**src/sm3_pkg.sv**
```systemverilog
// SM3 package: types, constants and round helper functions.
// Used by every module of the SM3 hash core.
package sm3_pkg;

    typedef enum logic [2:0] {
        ST_IDLE,
        ST_EXPAND,
        ST_ROUND,
        ST_FOLD,
        ST_PAD,
        ST_EMIT
    } state_t;

    localparam logic [31:0] T_LOW  = 32'h79CC4519;
    localparam logic [31:0] T_HIGH = 32'h7A879D8A;
    localparam logic [31:0] PAD_WORD = 32'h80000000;

    localparam logic [31:0] SM3_IV [8] = '{
        32'h7380166f, 32'h4914b2b9, 32'h172442d7, 32'hda8a0600,
        32'ha96f30bc, 32'h163138aa, 32'he38dee4d, 32'hb0fb0e4e
    };

    localparam logic CFG_RESUME = 1'b0;
    localparam logic CFG_OFFSET = 1'b1;

    function automatic logic [31:0] rotl(input logic [31:0] x, input logic [4:0] n);
        logic [63:0] d;
        begin
            d = {x, x} << n;
            rotl = d[63:32];
        end
    endfunction

    function automatic logic [31:0] perm0(input logic [31:0] x);
        perm0 = x ^ rotl(x, 5'd9) ^ rotl(x, 5'd17);
    endfunction

    function automatic logic [31:0] perm1(input logic [31:0] x);
        perm1 = x ^ rotl(x, 5'd15) ^ rotl(x, 5'd23);
    endfunction

    // Round control handed from the sequencer to the round unit
    typedef struct packed {
        logic       load;
        logic       step;
        logic       fold;
        logic [5:0] rnd;
    } rnd_ctl_t;

endpackage

```
**src/sm3_round.sv**
```systemverilog
// SM3 round unit: working registers A..H, one round per step, and the
// final fold into the chaining value. Depends on sm3_pkg.
module sm3_round (
    input  logic             clk,
    input  sm3_pkg::rnd_ctl_t ctl,
    input  logic [31:0]      wj,
    input  logic [31:0]      wj4,
    input  logic [31:0]      chain_in [8],
    output logic [31:0]      fold_out [8]
);
    import sm3_pkg::*;

    logic [31:0] v_reg [8];
    logic [31:0] a12, ss1, ss2, ff, gg, tt1, tt2, t;
    logic        hi;

    // Evaluate one compression round and the fold output
    always_comb
    begin
        hi  = (ctl.rnd > 6'd15);
        t   = hi ? T_HIGH : T_LOW;
        a12 = rotl(v_reg[0], 5'd12);
        ss1 = rotl(a12 + v_reg[4] + rotl(t, ctl.rnd[4:0]), 5'd7);
        ss2 = ss1 ^ a12;
        if (!hi)
        begin
            ff = v_reg[0] ^ v_reg[1] ^ v_reg[2];
            gg = v_reg[4] ^ v_reg[5] ^ v_reg[6];
        end
        else
        begin
            ff = (v_reg[0] & v_reg[1]) | (v_reg[0] & v_reg[2]) | (v_reg[1] & v_reg[2]);
            gg = (v_reg[4] & v_reg[5]) | (~v_reg[4] & v_reg[6]);
        end
        tt1 = ff + v_reg[3] + ss2 + (wj ^ wj4);
        tt2 = gg + v_reg[7] + ss1 + wj;
        for (int i = 0; i < 8; i++)
            fold_out[i] = chain_in[i] ^ v_reg[i];
    end

    // Load, advance or hold the working registers
    always_ff @(posedge clk)
    begin
        if (ctl.load)
            v_reg <= chain_in;
        else if (ctl.step)
        begin
            v_reg[3] <= v_reg[2];
            v_reg[2] <= rotl(v_reg[1], 5'd9);
            v_reg[1] <= v_reg[0];
            v_reg[0] <= tt1;
            v_reg[7] <= v_reg[6];
            v_reg[6] <= rotl(v_reg[5], 5'd19);
            v_reg[5] <= v_reg[4];
            v_reg[4] <= perm0(tt2);
        end
    end

endmodule

```
**src/sm3_hash_with_resume_core.sv**
```systemverilog
// SM3 hash core with resume mode: top level with word gathering, padding,
// message expansion window and sequencer. Depends on sm3_pkg, sm3_round.
//
// One item (message word) is taken per cycle while a block fills; the
// sixteenth word of a block starts a compression (a load, 64 rounds
// at one round per cycle in the shared round unit, expanding the message
// schedule in a 16-word sliding window, and a fold),
// during which no item is accepted. A final word then costs the padding
// words and up to two compressions, plus the delivery of digest words
// A..H, each held until taken.
module sm3_hash_with_resume_core (
    input  logic        clk,
    input  logic        rst_n,
    input  logic        cfg_we,
    input  logic        cfg_index,
    input  logic [31:0] cfg_data,
    input  logic        in_valid,
    output logic        in_stall,
    input  logic [31:0] word,
    input  logic [2:0]  valid_bytes,
    input  logic        last,
    output logic        out_valid,
    input  logic        out_stall,
    output logic [31:0] digest_word,
    output logic        last_res
);
    import sm3_pkg::*;

    state_t      state_reg, state_next;
    logic [31:0] win_reg [16];
    logic [31:0] chain_reg [8];
    logic [31:0] fold_out [8];
    logic [3:0]  pos_reg, pos_next;
    logic [63:0] bits_reg, bits_next;
    logic        active_reg, active_next;
    logic        resume_reg;
    logic [31:0] offset_reg;
    logic [5:0]  rnd_reg, rnd_next;
    logic        padding_reg, padding_next;
    logic        lenb_reg, lenb_next;
    logic        lenh_reg, lenh_next;
    logic        mark_reg, mark_next;
    logic [2:0]  emit_reg, emit_next;
    logic [63:0] len_reg, len_next;
    rnd_ctl_t    ctl;
    logic        accept;
    logic [2:0]  nb;
    logic [31:0] mword, pad_w, wnew, push_w;
    logic        push, need_two;
    logic [31:0] wj4;

    sm3_round u_round (
        .clk      (clk),
        .ctl      (ctl),
        .wj       (win_reg[0]),
        .wj4      (wj4),
        .chain_in (chain_reg),
        .fold_out (fold_out)
    );

    assign accept = in_valid && !in_stall;
    assign in_stall = (state_reg != ST_IDLE);
    assign out_valid = (state_reg == ST_EMIT);
    assign digest_word = chain_reg[emit_reg];
    assign last_res = (emit_reg == 3'd7);

    // Mask the item and form the padded word
    always_comb
    begin
        nb = (!last || valid_bytes > 3'd4) ? 3'd4 : valid_bytes;
        case (nb)
            3'd0: mword = 32'h0;
            3'd1: mword = word & 32'hFF000000;
            3'd2: mword = word & 32'hFFFF0000;
            3'd3: mword = word & 32'hFFFFFF00;
            default: mword = word;
        endcase
        case (nb)
            3'd0: pad_w = 32'h80000000;
            3'd1: pad_w = mword | 32'h00800000;
            3'd2: pad_w = mword | 32'h00008000;
            3'd3: pad_w = mword | 32'h00000080;
            default: pad_w = mword;
        endcase
        // Next schedule word: W[j+16] from the window
        wnew = perm1(win_reg[0] ^ win_reg[7] ^ rotl(win_reg[13], 5'd15))
             ^ rotl(win_reg[3], 5'd7) ^ win_reg[10];
        // W[j+4], always taken from position 4 of the window
        wj4 = win_reg[4];
    end

    // Sequencer
    always_comb
    begin
        state_next   = state_reg;
        pos_next     = pos_reg;
        bits_next    = bits_reg;
        active_next  = active_reg;
        rnd_next     = rnd_reg;
        padding_next = padding_reg;
        lenb_next    = lenb_reg;
        lenh_next    = lenh_reg;
        mark_next    = mark_reg;
        emit_next    = emit_reg;
        len_next     = len_reg;
        ctl          = '{load: 1'b0, step: 1'b0, fold: 1'b0, rnd: rnd_reg};
        push         = 1'b0;
        push_w       = 32'h0;
        need_two     = 1'b0;
        case (state_reg)
            ST_IDLE:
            begin
                if (accept)
                begin
                    bits_next = (active_reg ? bits_reg : 64'd0) + {58'd0, nb, 3'd0};
                    active_next = 1'b1;
                    if (!active_reg)
                        pos_next = 4'd0;
                    push = 1'b1;
                    if (!last)
                    begin
                        push_w = mword;
                        pos_next = (active_reg ? pos_reg : 4'd0) + 4'd1;
                        if ((active_reg ? pos_reg : 4'd0) == 4'd15)
                        begin
                            state_next = ST_EXPAND;
                            padding_next = 1'b0;
                        end
                    end
                    else
                    begin
                        len_next = bits_next + {23'd0, offset_reg, 9'd0};
                        padding_next = 1'b1;
                        lenb_next = 1'b0;
                        lenh_next = 1'b0;
                        // Full final word needs the pad marker as a second word
                        push_w = (nb == 3'd4) ? mword : pad_w;
                        pos_next = (active_reg ? pos_reg : 4'd0) + 4'd1;
                        need_two = (nb == 3'd4);
                        mark_next = need_two;
                        // Compress a block filled by the final word first
                        state_next = ((active_reg ? pos_reg : 4'd0) == 4'd15)
                                   ? ST_EXPAND : ST_PAD;
                    end
                end
            end
            ST_PAD:
            begin
                // Marker word still owed after a full final word
                push = 1'b1;
                if (mark_reg)
                begin
                    push_w = PAD_WORD;
                    mark_next = 1'b0;
                end
                else if (pos_reg == 4'd14)
                begin
                    push_w = len_reg[63:32];
                    lenh_next = 1'b1;
                end
                else if (lenh_reg && pos_reg == 4'd15)
                begin
                    push_w = len_reg[31:0];
                    lenb_next = 1'b1;
                end
                else
                    push_w = 32'h0;
                pos_next = pos_reg + 4'd1;
                if (pos_reg == 4'd15)
                    state_next = ST_EXPAND;
            end
            ST_EXPAND:
            begin
                ctl.load = 1'b1;
                rnd_next = 6'd0;
                state_next = ST_ROUND;
            end
            ST_ROUND:
            begin
                ctl.step = 1'b1;
                rnd_next = rnd_reg + 6'd1;
                if (rnd_reg == 6'd63)
                    state_next = ST_FOLD;
            end
            ST_FOLD:
            begin
                ctl.fold = 1'b1;
                rnd_next = 6'd0;
                if (!padding_reg)
                    state_next = ST_IDLE;
                else if (lenb_reg)
                begin
                    state_next = ST_EMIT;
                    emit_next = 3'd0;
                end
                else
                    state_next = ST_PAD;
            end
            ST_EMIT:
            begin
                if (!out_stall)
                begin
                    emit_next = emit_reg + 3'd1;
                    if (emit_reg == 3'd7)
                    begin
                        state_next = ST_IDLE;
                        active_next = 1'b0;
                        padding_next = 1'b0;
                    end
                end
            end
            default: state_next = ST_IDLE;
        endcase
    end

    // Control registers
    always_ff @(posedge clk or negedge rst_n)
    begin
        if (!rst_n)
        begin
            state_reg   <= ST_IDLE;
            pos_reg     <= 4'd0;
            bits_reg    <= 64'd0;
            active_reg  <= 1'b0;
            rnd_reg     <= 6'd0;
            padding_reg <= 1'b0;
            lenb_reg    <= 1'b0;
            lenh_reg    <= 1'b0;
            mark_reg    <= 1'b0;
            emit_reg    <= 3'd0;
            resume_reg  <= 1'b0;
            offset_reg  <= 32'd0;
            chain_reg   <= SM3_IV;
        end
        else
        begin
            state_reg   <= state_next;
            pos_reg     <= pos_next;
            bits_reg    <= bits_next;
            active_reg  <= active_next;
            rnd_reg     <= rnd_next;
            padding_reg <= padding_next;
            lenb_reg    <= lenb_next;
            lenh_reg    <= lenh_next;
            mark_reg    <= mark_next;
            emit_reg    <= emit_next;
            if (cfg_we && cfg_index == CFG_RESUME)
                resume_reg <= cfg_data[0];
            if (cfg_we && cfg_index == CFG_OFFSET)
                offset_reg <= cfg_data;
            // Start of message: load IV unless resuming
            if (accept && !active_reg && !resume_reg)
                chain_reg <= SM3_IV;
            else if (ctl.fold)
                chain_reg <= fold_out;
        end
    end

    // Payload: length and block window (shifts during rounds)
    always_ff @(posedge clk)
    begin
        len_reg <= len_next;
        if (push)
            win_reg[pos_reg & {4{active_reg | (state_reg != ST_IDLE)}}] <= push_w;
        else if (ctl.step)
        begin
            for (int i = 0; i < 15; i++)
                win_reg[i] <= win_reg[i + 1];
            win_reg[15] <= wnew;
        end
    end

    // Digest is only shown while items are stalled, a fold follows round 63, and the digest run ends after word H
    a_emit_idle: assert property (@(posedge clk) disable iff (!rst_n)
        out_valid |-> !in_stall == 1'b0)
        else $error("digest shown while accepting items");
    a_fold_after_round: assert property (@(posedge clk) disable iff (!rst_n)
        (state_reg == ST_FOLD) |-> $past(state_reg == ST_ROUND && rnd_reg == 6'd63))
        else $error("fold without full round sequence");
    a_last_eighth: assert property (@(posedge clk) disable iff (!rst_n)
        (out_valid && last_res && !out_stall) |=> (state_reg == ST_IDLE))
        else $error("digest run did not end after eighth word");

endmodule
```
**config.mk**
```make
export PLATFORM = sky130hd
export DESIGN_NAME = sm3_hash_with_resume_core
export DESIGN_NICKNAME = d
export VERILOG_FILES = /design/src/sm3_pkg.sv /design/src/sm3_round.sv /design/src/sm3_hash_with_resume_core.sv
export SDC_FILE = /design/constraint.sdc
export NUM_CORES = 2
export LEC_CHECK = 0
export BUFFER_PORTS_ARGS = -buffer_cell sky130_fd_sc_hd__buf_4
export CORE_MARGIN = 3
export CORE_UTILIZATION = 39
export DETAILED_ROUTE_END_ITERATION = 12
export GPL_TIMING_DRIVEN = 0
export PLACE_DENSITY = 0.53
export REMOVE_ABC_BUFFERS = 1
export SYNTH_ARGS = -nofsm -noshare
export SYNTH_HDL_FRONTEND = slang
export SYNTH_SLANG_ARGS = --single-unit
```
**constraint.sdc**
```tcl
create_clock -name clk -period 27.7 [get_ports clk]
set_clock_uncertainty 0.15 [all_clocks]
set_input_delay 8.31 -clock clk [delete_from_list [all_inputs] [get_ports clk]]
set_output_delay 8.31 -clock clk [all_outputs]
set_load 0.02 [all_outputs]
```
; Word-level counts from Yosys, hierarchy flattened
; Memory sizes are Yosys's and may differ from the RTL's.
; Cells that the tools add are included.
[totals]
wordCells = 215
input_bits = 74
reg_bits = 694
out_inout_bits = 35
memories = 1
ram_bits = 512
[classes]
bitwise_logic = 35
reduce_logical = 32
n_shift = 1
n_addsub = 14
n_lt_le_gt_ge = 3
eq_ne = 27
muxes = 73
[mem_list]
columns = memory, words, width, read_ports, rd_clocked_by_memory_dff, write_ports, line_no
row1 = win_reg, 16, 32, 16, 0, 16, sm3_hash_with_resume_core.sv:30  ; logic [31:0] win_reg [16];
[op_table]
columns = cell, count
row1 = two-way mux 256 bit, 4
row2 = bitwise XOR 32 bit, 22
row3 = two-way mux 32 bit, 11
row4 = adder 32 bit, 8
row5 = one-hot mux 32 bit (4 select lines), 2
row6 = bitwise AND 32 bit, 5
row7 = binary-select mux 32 bit (select 3 bit), 1
row8 = bitwise OR 32 bit, 3
row9 = adder 64 x 41 -> 64 bit, 1
row10 = adder 64 x 6 -> 64 bit, 1
row11 = two-way mux 64 bit, 1
row12 = one-hot mux 32 bit (2 select lines), 1
row13 = << shifter 64 x 5 -> 64 bit, 1
row14 = two-way mux 3 bit, 13
row15 = NOT 32 bit, 1
row16 = OR reduction 32 bit, 1
row17 = two-way mux 1 bit, 26
row18 = two-way mux 26 bit, 1
row19 = != test 2 bit (second input constant), 11
row20 = one-hot mux 3 bit (6 select lines), 1
row21 = == test 3 x 2 -> 1 bit (second input constant), 4
row22 = == test 3 bit (second input constant), 4
row23 = == test 4 bit (second input constant), 3
row24 = two-way mux 4 bit, 3
row25 = other kinds (30), 56

; Logic depth before layout (Yosys ltp)
[depth]
word_depth = 11
ltp_mapped = 44
ltp_nobuf = 40

; Modules after synthesis
; Synthesis repeated with hierarchy kept, for this count alone.
[unflattened]
hier_cells = 6260
area_unflattened_um2 = 70288.7
[modules_own_cells]
columns = module, cells_each, area_each_um2, n_inst, seq_area_each_um2
row1 = sm3_hash_with_resume_core, 3769, 44472.7, 1, 26804.5
row2 = sm3_round, 2491, 25816.0, 1, 7687.4

; Least setup slack after synthesis
; No wires, ideal clock.
[synth_path]
path_kind = in2reg
start = input last
end = register len_reg[55] (data pin)
stages = 22
required_time_ns = 27.286
t_arrival_ns = 12.455
setup_ns = 0.264
setup_slack_ns = 14.831
n_path_buf = 2
path_cell_list = nor2b_1 and2_1 ha_1 inv_1 fa_1 nor2b_1 o2111a_1 buf_6 and4_2 nand2_1 nor2_1 xnor2_1 nor2_1 ha_1 clkbuf_1 nand4_1 nor4_1 a211oi_1 a31oi_1 nand3_2 nor4_1 xnor2_1
[synth_between]
elab_chain_cells = 5
[synth_lines]
columns = element, line_no
row1 = from (decl), sm3_hash_with_resume_core.sv:21  ; input logic last,
row2 = zero test 1 bit, n/a
row3 = logical OR 1 bit, sm3_hash_with_resume_core.sv:70  ; nb = (!last || valid_bytes > 3'd4) ? 3'd4 : valid_bytes;
row4 = two-way mux 3 bit, sm3_hash_with_resume_core.sv:70
row5 = adder 64 x 6 -> 64 bit, sm3_hash_with_resume_core.sv:115  ; bits_next = (active_reg ? bits_reg : 64'd0) + {58'd0, nb, 3'd0};
row6 = adder 64 x 41 -> 64 bit, sm3_hash_with_resume_core.sv:132  ; len_next = bits_next + {23'd0, offset_reg, 9'd0};
row7 = to (signal assigned), sm3_hash_with_resume_core.sv:262  ; len_reg <= len_next;
row8 = to (decl), sm3_hash_with_resume_core.sv:44  ; logic [63:0] len_reg, len_next;
; No other way between the ends.
; A chain may end at the register's enable or synchronous reset.

; Worst setup path in the final report
; Ends and elaborated chain as after synthesis.

==> reports/summary.log <==
qor: outcome.outcome completed
qor: sta.fin_crit_sh 49.8%
qor: setup_path.crit_arrival 14180 ps
qor: cells_and_area.fill_cell_instance_count_of_the_final_layout 16400
qor: clocking.cts_buffer_depth 3
qor: sta.setup_repair_after_global_routing_missed_its_margin no
qor: clocking.cts_tree built
qor: cells_and_area.layoutNonFillerInstCount 8823
qor: floorplan.placementRows 153
qor: route.drt_iter0_drc 4475
qor: place.placedCellCount 8562
qor: cells_and_area.largest_register_ffs 512
qor: clocking.postCtsSetupBuffers 0
qor: sta.final-setup-viol-count 0
qor: logic_synthesis.synth.distinct_cells 101
qor: floorplan.floorplan.die_area 182000 sq um
qor: setup_path.cp-end-kind register
qor: cells_and_area.layout_common_cells nand2_1, edfxtp_1, a21o_1, xnor2_1, o21ai_0
qor: logic_synthesis.yosysSeqAreaShare 50.0%
qor: setup_path.worst_setup_path_start_kind input pin
qor: clocking.clkSlewWorstSetupHoldPaths 60 ps
qor: clocking.numCtsBuffers 138
qor: floorplan.core_region_area 175000 sq um
qor: route.avgRoutedWirePerCell 25.7 microns
qor: logic_synthesis.synth_top_area_share 36.2%
qor: clocking.cts_hold_repair.buffers 0
qor: worst_hold_path.holdCritPathClass register to register
qor: clocking.clk_latency 790 ps
qor: route.post-route-drc-count 0
qor: clocking.cts_num_sinks 1206
qor: floorplan.boundaryPins 109
qor: setup_path.path_max_fanout 10
qor: route.wl 227 mm
qor: sta.finalMaxSlewViolations 0
qor: setup_path.highest_cell_delay_on_the_worst_timing_path 680 ps
qor: logic_synthesis.async_reset_ff_share 31.0%
qor: route.post_drt_antenna_nets 0
qor: route.post_drt_via_cell_ratio 5.53
qor: cells_and_area.areaGrowthSynthToFinish 14.1%
qor: setup_path.timing.critical_path.required 28080 ps
qor: floorplan.initial_utilization 39.5%
qor: job.cap_viol_max_count 0
qor: clocking.clock_tree.htree_level_count 4
qor: cells_and_area.most_common_library_cell_in_the_layout_ignoring_fill_and_taps nand2_1
qor: place.detailed_placement_wirelength_estimate 168 mm
qor: logic_synthesis.syn-cell-area 69000 sq um
qor: sta.slew-limit-headroom 9.46%
qor: place.gp_routability_congestion 0.932
qor: setup_path.slowest_stage a31oi_1
qor: sta.final.setup.tns 0 ps
qor: setup_path.timing.setup.critical_path_class input pin to register
qor: route.detailedRoute.firstPassIterationCount 5
qor: logic_synthesis.post_synth_inst_count 6355
qor: global_routing.grt_first_pass_wirelength 332 mm
qor: global_routing.grt_use_total 24.9%
qor: clocking.ctsResizeCount 0
qor: logic_synthesis.number_of_enable_type_register_cells_in_the_synthesized_netlist 832
qor: floorplan.dieWidth 427 microns
qor: sta.period_minus_slack 13800 ps
qor: logic_synthesis.library_cell_occupying_the_most_area_in_the_post_synthesis_netlist edfxtp_1
qor: place.place.port_buffers 108
qor: sta.worst_max_slew_pin_slew 1350 ps
qor: floorplan.die_h 427 microns
qor: logic_synthesis.yosys_register_bits 1206
qor: logic_synthesis.yosys_warnings 0
qor: logic_synthesis.ys.flop_type edfxtp_1
qor: sta.clock.fmax 0.0725 GHz
qor: route.dr_total_vias 48800
qor: logic_synthesis.post_synth_main_area_contributors edfxtp_1, dfrtp_1, a21o_1, fa_1, nand2_1
qor: cells_and_area.fraction_of_final_layout_cells_with_drive_strength_greater_than_1 12.6%
qor: global_routing.grt_remaining_overflow 0
qor: cells_and_area.nNetsFinal 6777
qor: cells_and_area.share_of_the_core_filled_with_cells_in_the_final_layout 45.0%
qor: sta.final_hold_viol_count 0
qor: clocking.clockRootBuffer clkbuf_16
qor: setup_path.crit_chain buf_4 -> nor2b_1 -> and2_1 -> ha_1 -> inv_1 -> fa_1 -> nor2b_1 -> o2111a_1 -> and4_2 -> nand2_1 -> nor2_1 -> xnor2_1 -> nor2_1 -> ha_1 -> nand4_1 -> nor4_1 -> a211oi_1 -> a31oi_1 -> nand3_2 -> nor4_1 -> xnor2_1
qor: logic_synthesis.syn_avg_cell_area 10.9 sq um
qor: global_routing.grt_antenna_before_repair 6
qor: global_routing.grt_start_max_net_pins 93
qor: global_routing.first_global_vias 47300
## worst max-delay path, delay by kind of cell
| family | cells | cell delay (ps) |
|---|---|---|
| buffers and inverters | 2 | 190 |
| adder cells (fa/ha/maj) | 3 | 1080 |
| AO/OA/AOI/OAI | 3 | 1480 |
| XOR/XNOR | 2 | 250 |
| AND/OR/NAND/NOR | 11 | 2870 |
## cell usage after synthesis, drive strengths merged (7+ instances only)
library cell	instances
dfstp	119
o21ai	415
xnor2	386
xor2	291
a22oi	32
a211o	7
mux2	75
nand2	998
buf	36
or3	14
a211oi	15
edfxtp	832
a31oi	40
a21oi	289
nor2	361
dfrtp	255
nand2b	33
o21a	19
a31o	15
nand3	50
a21o	571
and3	147
mux2i	75
nor3	51
o21bai	17
nor2b	23
ha	136
nor4	15
nand4	24
fa	190
or2	8
o211ai	10
clkbuf	301
inv	310
o22ai	7
o31ai	31
mux4	66
and2	15
## worst paths after layout
check	start	to	slack (ps)	cells past startpoint
max in group asynchronous	rst_n	chain_reg[205]	18730	3
setup / recovery	last	len_reg[55]	13900	21
hold / removal	bits_reg[3]	bits_reg[3]	330	2
setup reg to reg	rnd_reg[4]	u_round.a12[11]	14120	36
min in group asynchronous	rst_n	chain_reg[74]	7310	1
hold reg to reg	bits_reg[3]	bits_reg[3]	330	2
## stage by stage
stage,cell area (sq um),hold WS (ps),setup slack [ps]
after floorplan,67700,288,8520
after global placement,71400,309,-2330
after detailed placement,74100,307,13210
after CTS,78800,326,14010
after global routing,78800,363,13460
final,78800,332,13900
## per-layer routing
| layer | up-vias | global-route usage [%] | share of wire, % |
|---|---|---|---|
| met4 | 4 | 9.22 | 4.0 |
| li1 | 22300 | - | - |
| met2 | 1352 | 40.5 | 48 |
| met5 | - | 0 | 0.012 |
| met1 | 24800 | 33.7 | 43 |
| met3 | 324 | 3.52 | 5.1 |
## area by class of cell
| cell class | instances | area [sq um] | share of cell area, % |
|---|---|---|---|
| Clock inverter | 71 | 878 | 1.11 |
| Timing Repair Buffer | 219 | 3120 | 3.96 |
| Multi-Input combinational cell | 4502 | 32400 | 41.1 |
| Inverter | 310 | 1160 | 1.48 |
| Clock buffer | 186 | 3830 | 4.86 |
| Tap cell | 2325 | 2910 | 3.69 |
| Antenna cell | 4 | 10.0 | 0.0127 |
| Sequential cell | 1206 | 34500 | 43.8 |
## logic make-up (layout without fill, tap and decap cells)
family / after synthesis / count (layout) / synth area share [%]
AO/OA/AOI/OAI: 1514 / 1514 / 14.0
XOR/XNOR: 680 / 680 / 8.69
adder cells (fa/ha/maj): 329 / 329 / 8.02
buffers and inverters: 647 / 786 / 3.65
flip-flops: 1206 / 1206 / 50.0
multiplexers: 216 / 216 / 4.46
other: 0 / 4 / 0
AND/OR/NAND/NOR: 1763 / 1763 / 11.2
Power is left out: the tool's default activity adds up to more than one toggle a clock period on the data nets, which glitch-free logic cannot reach.
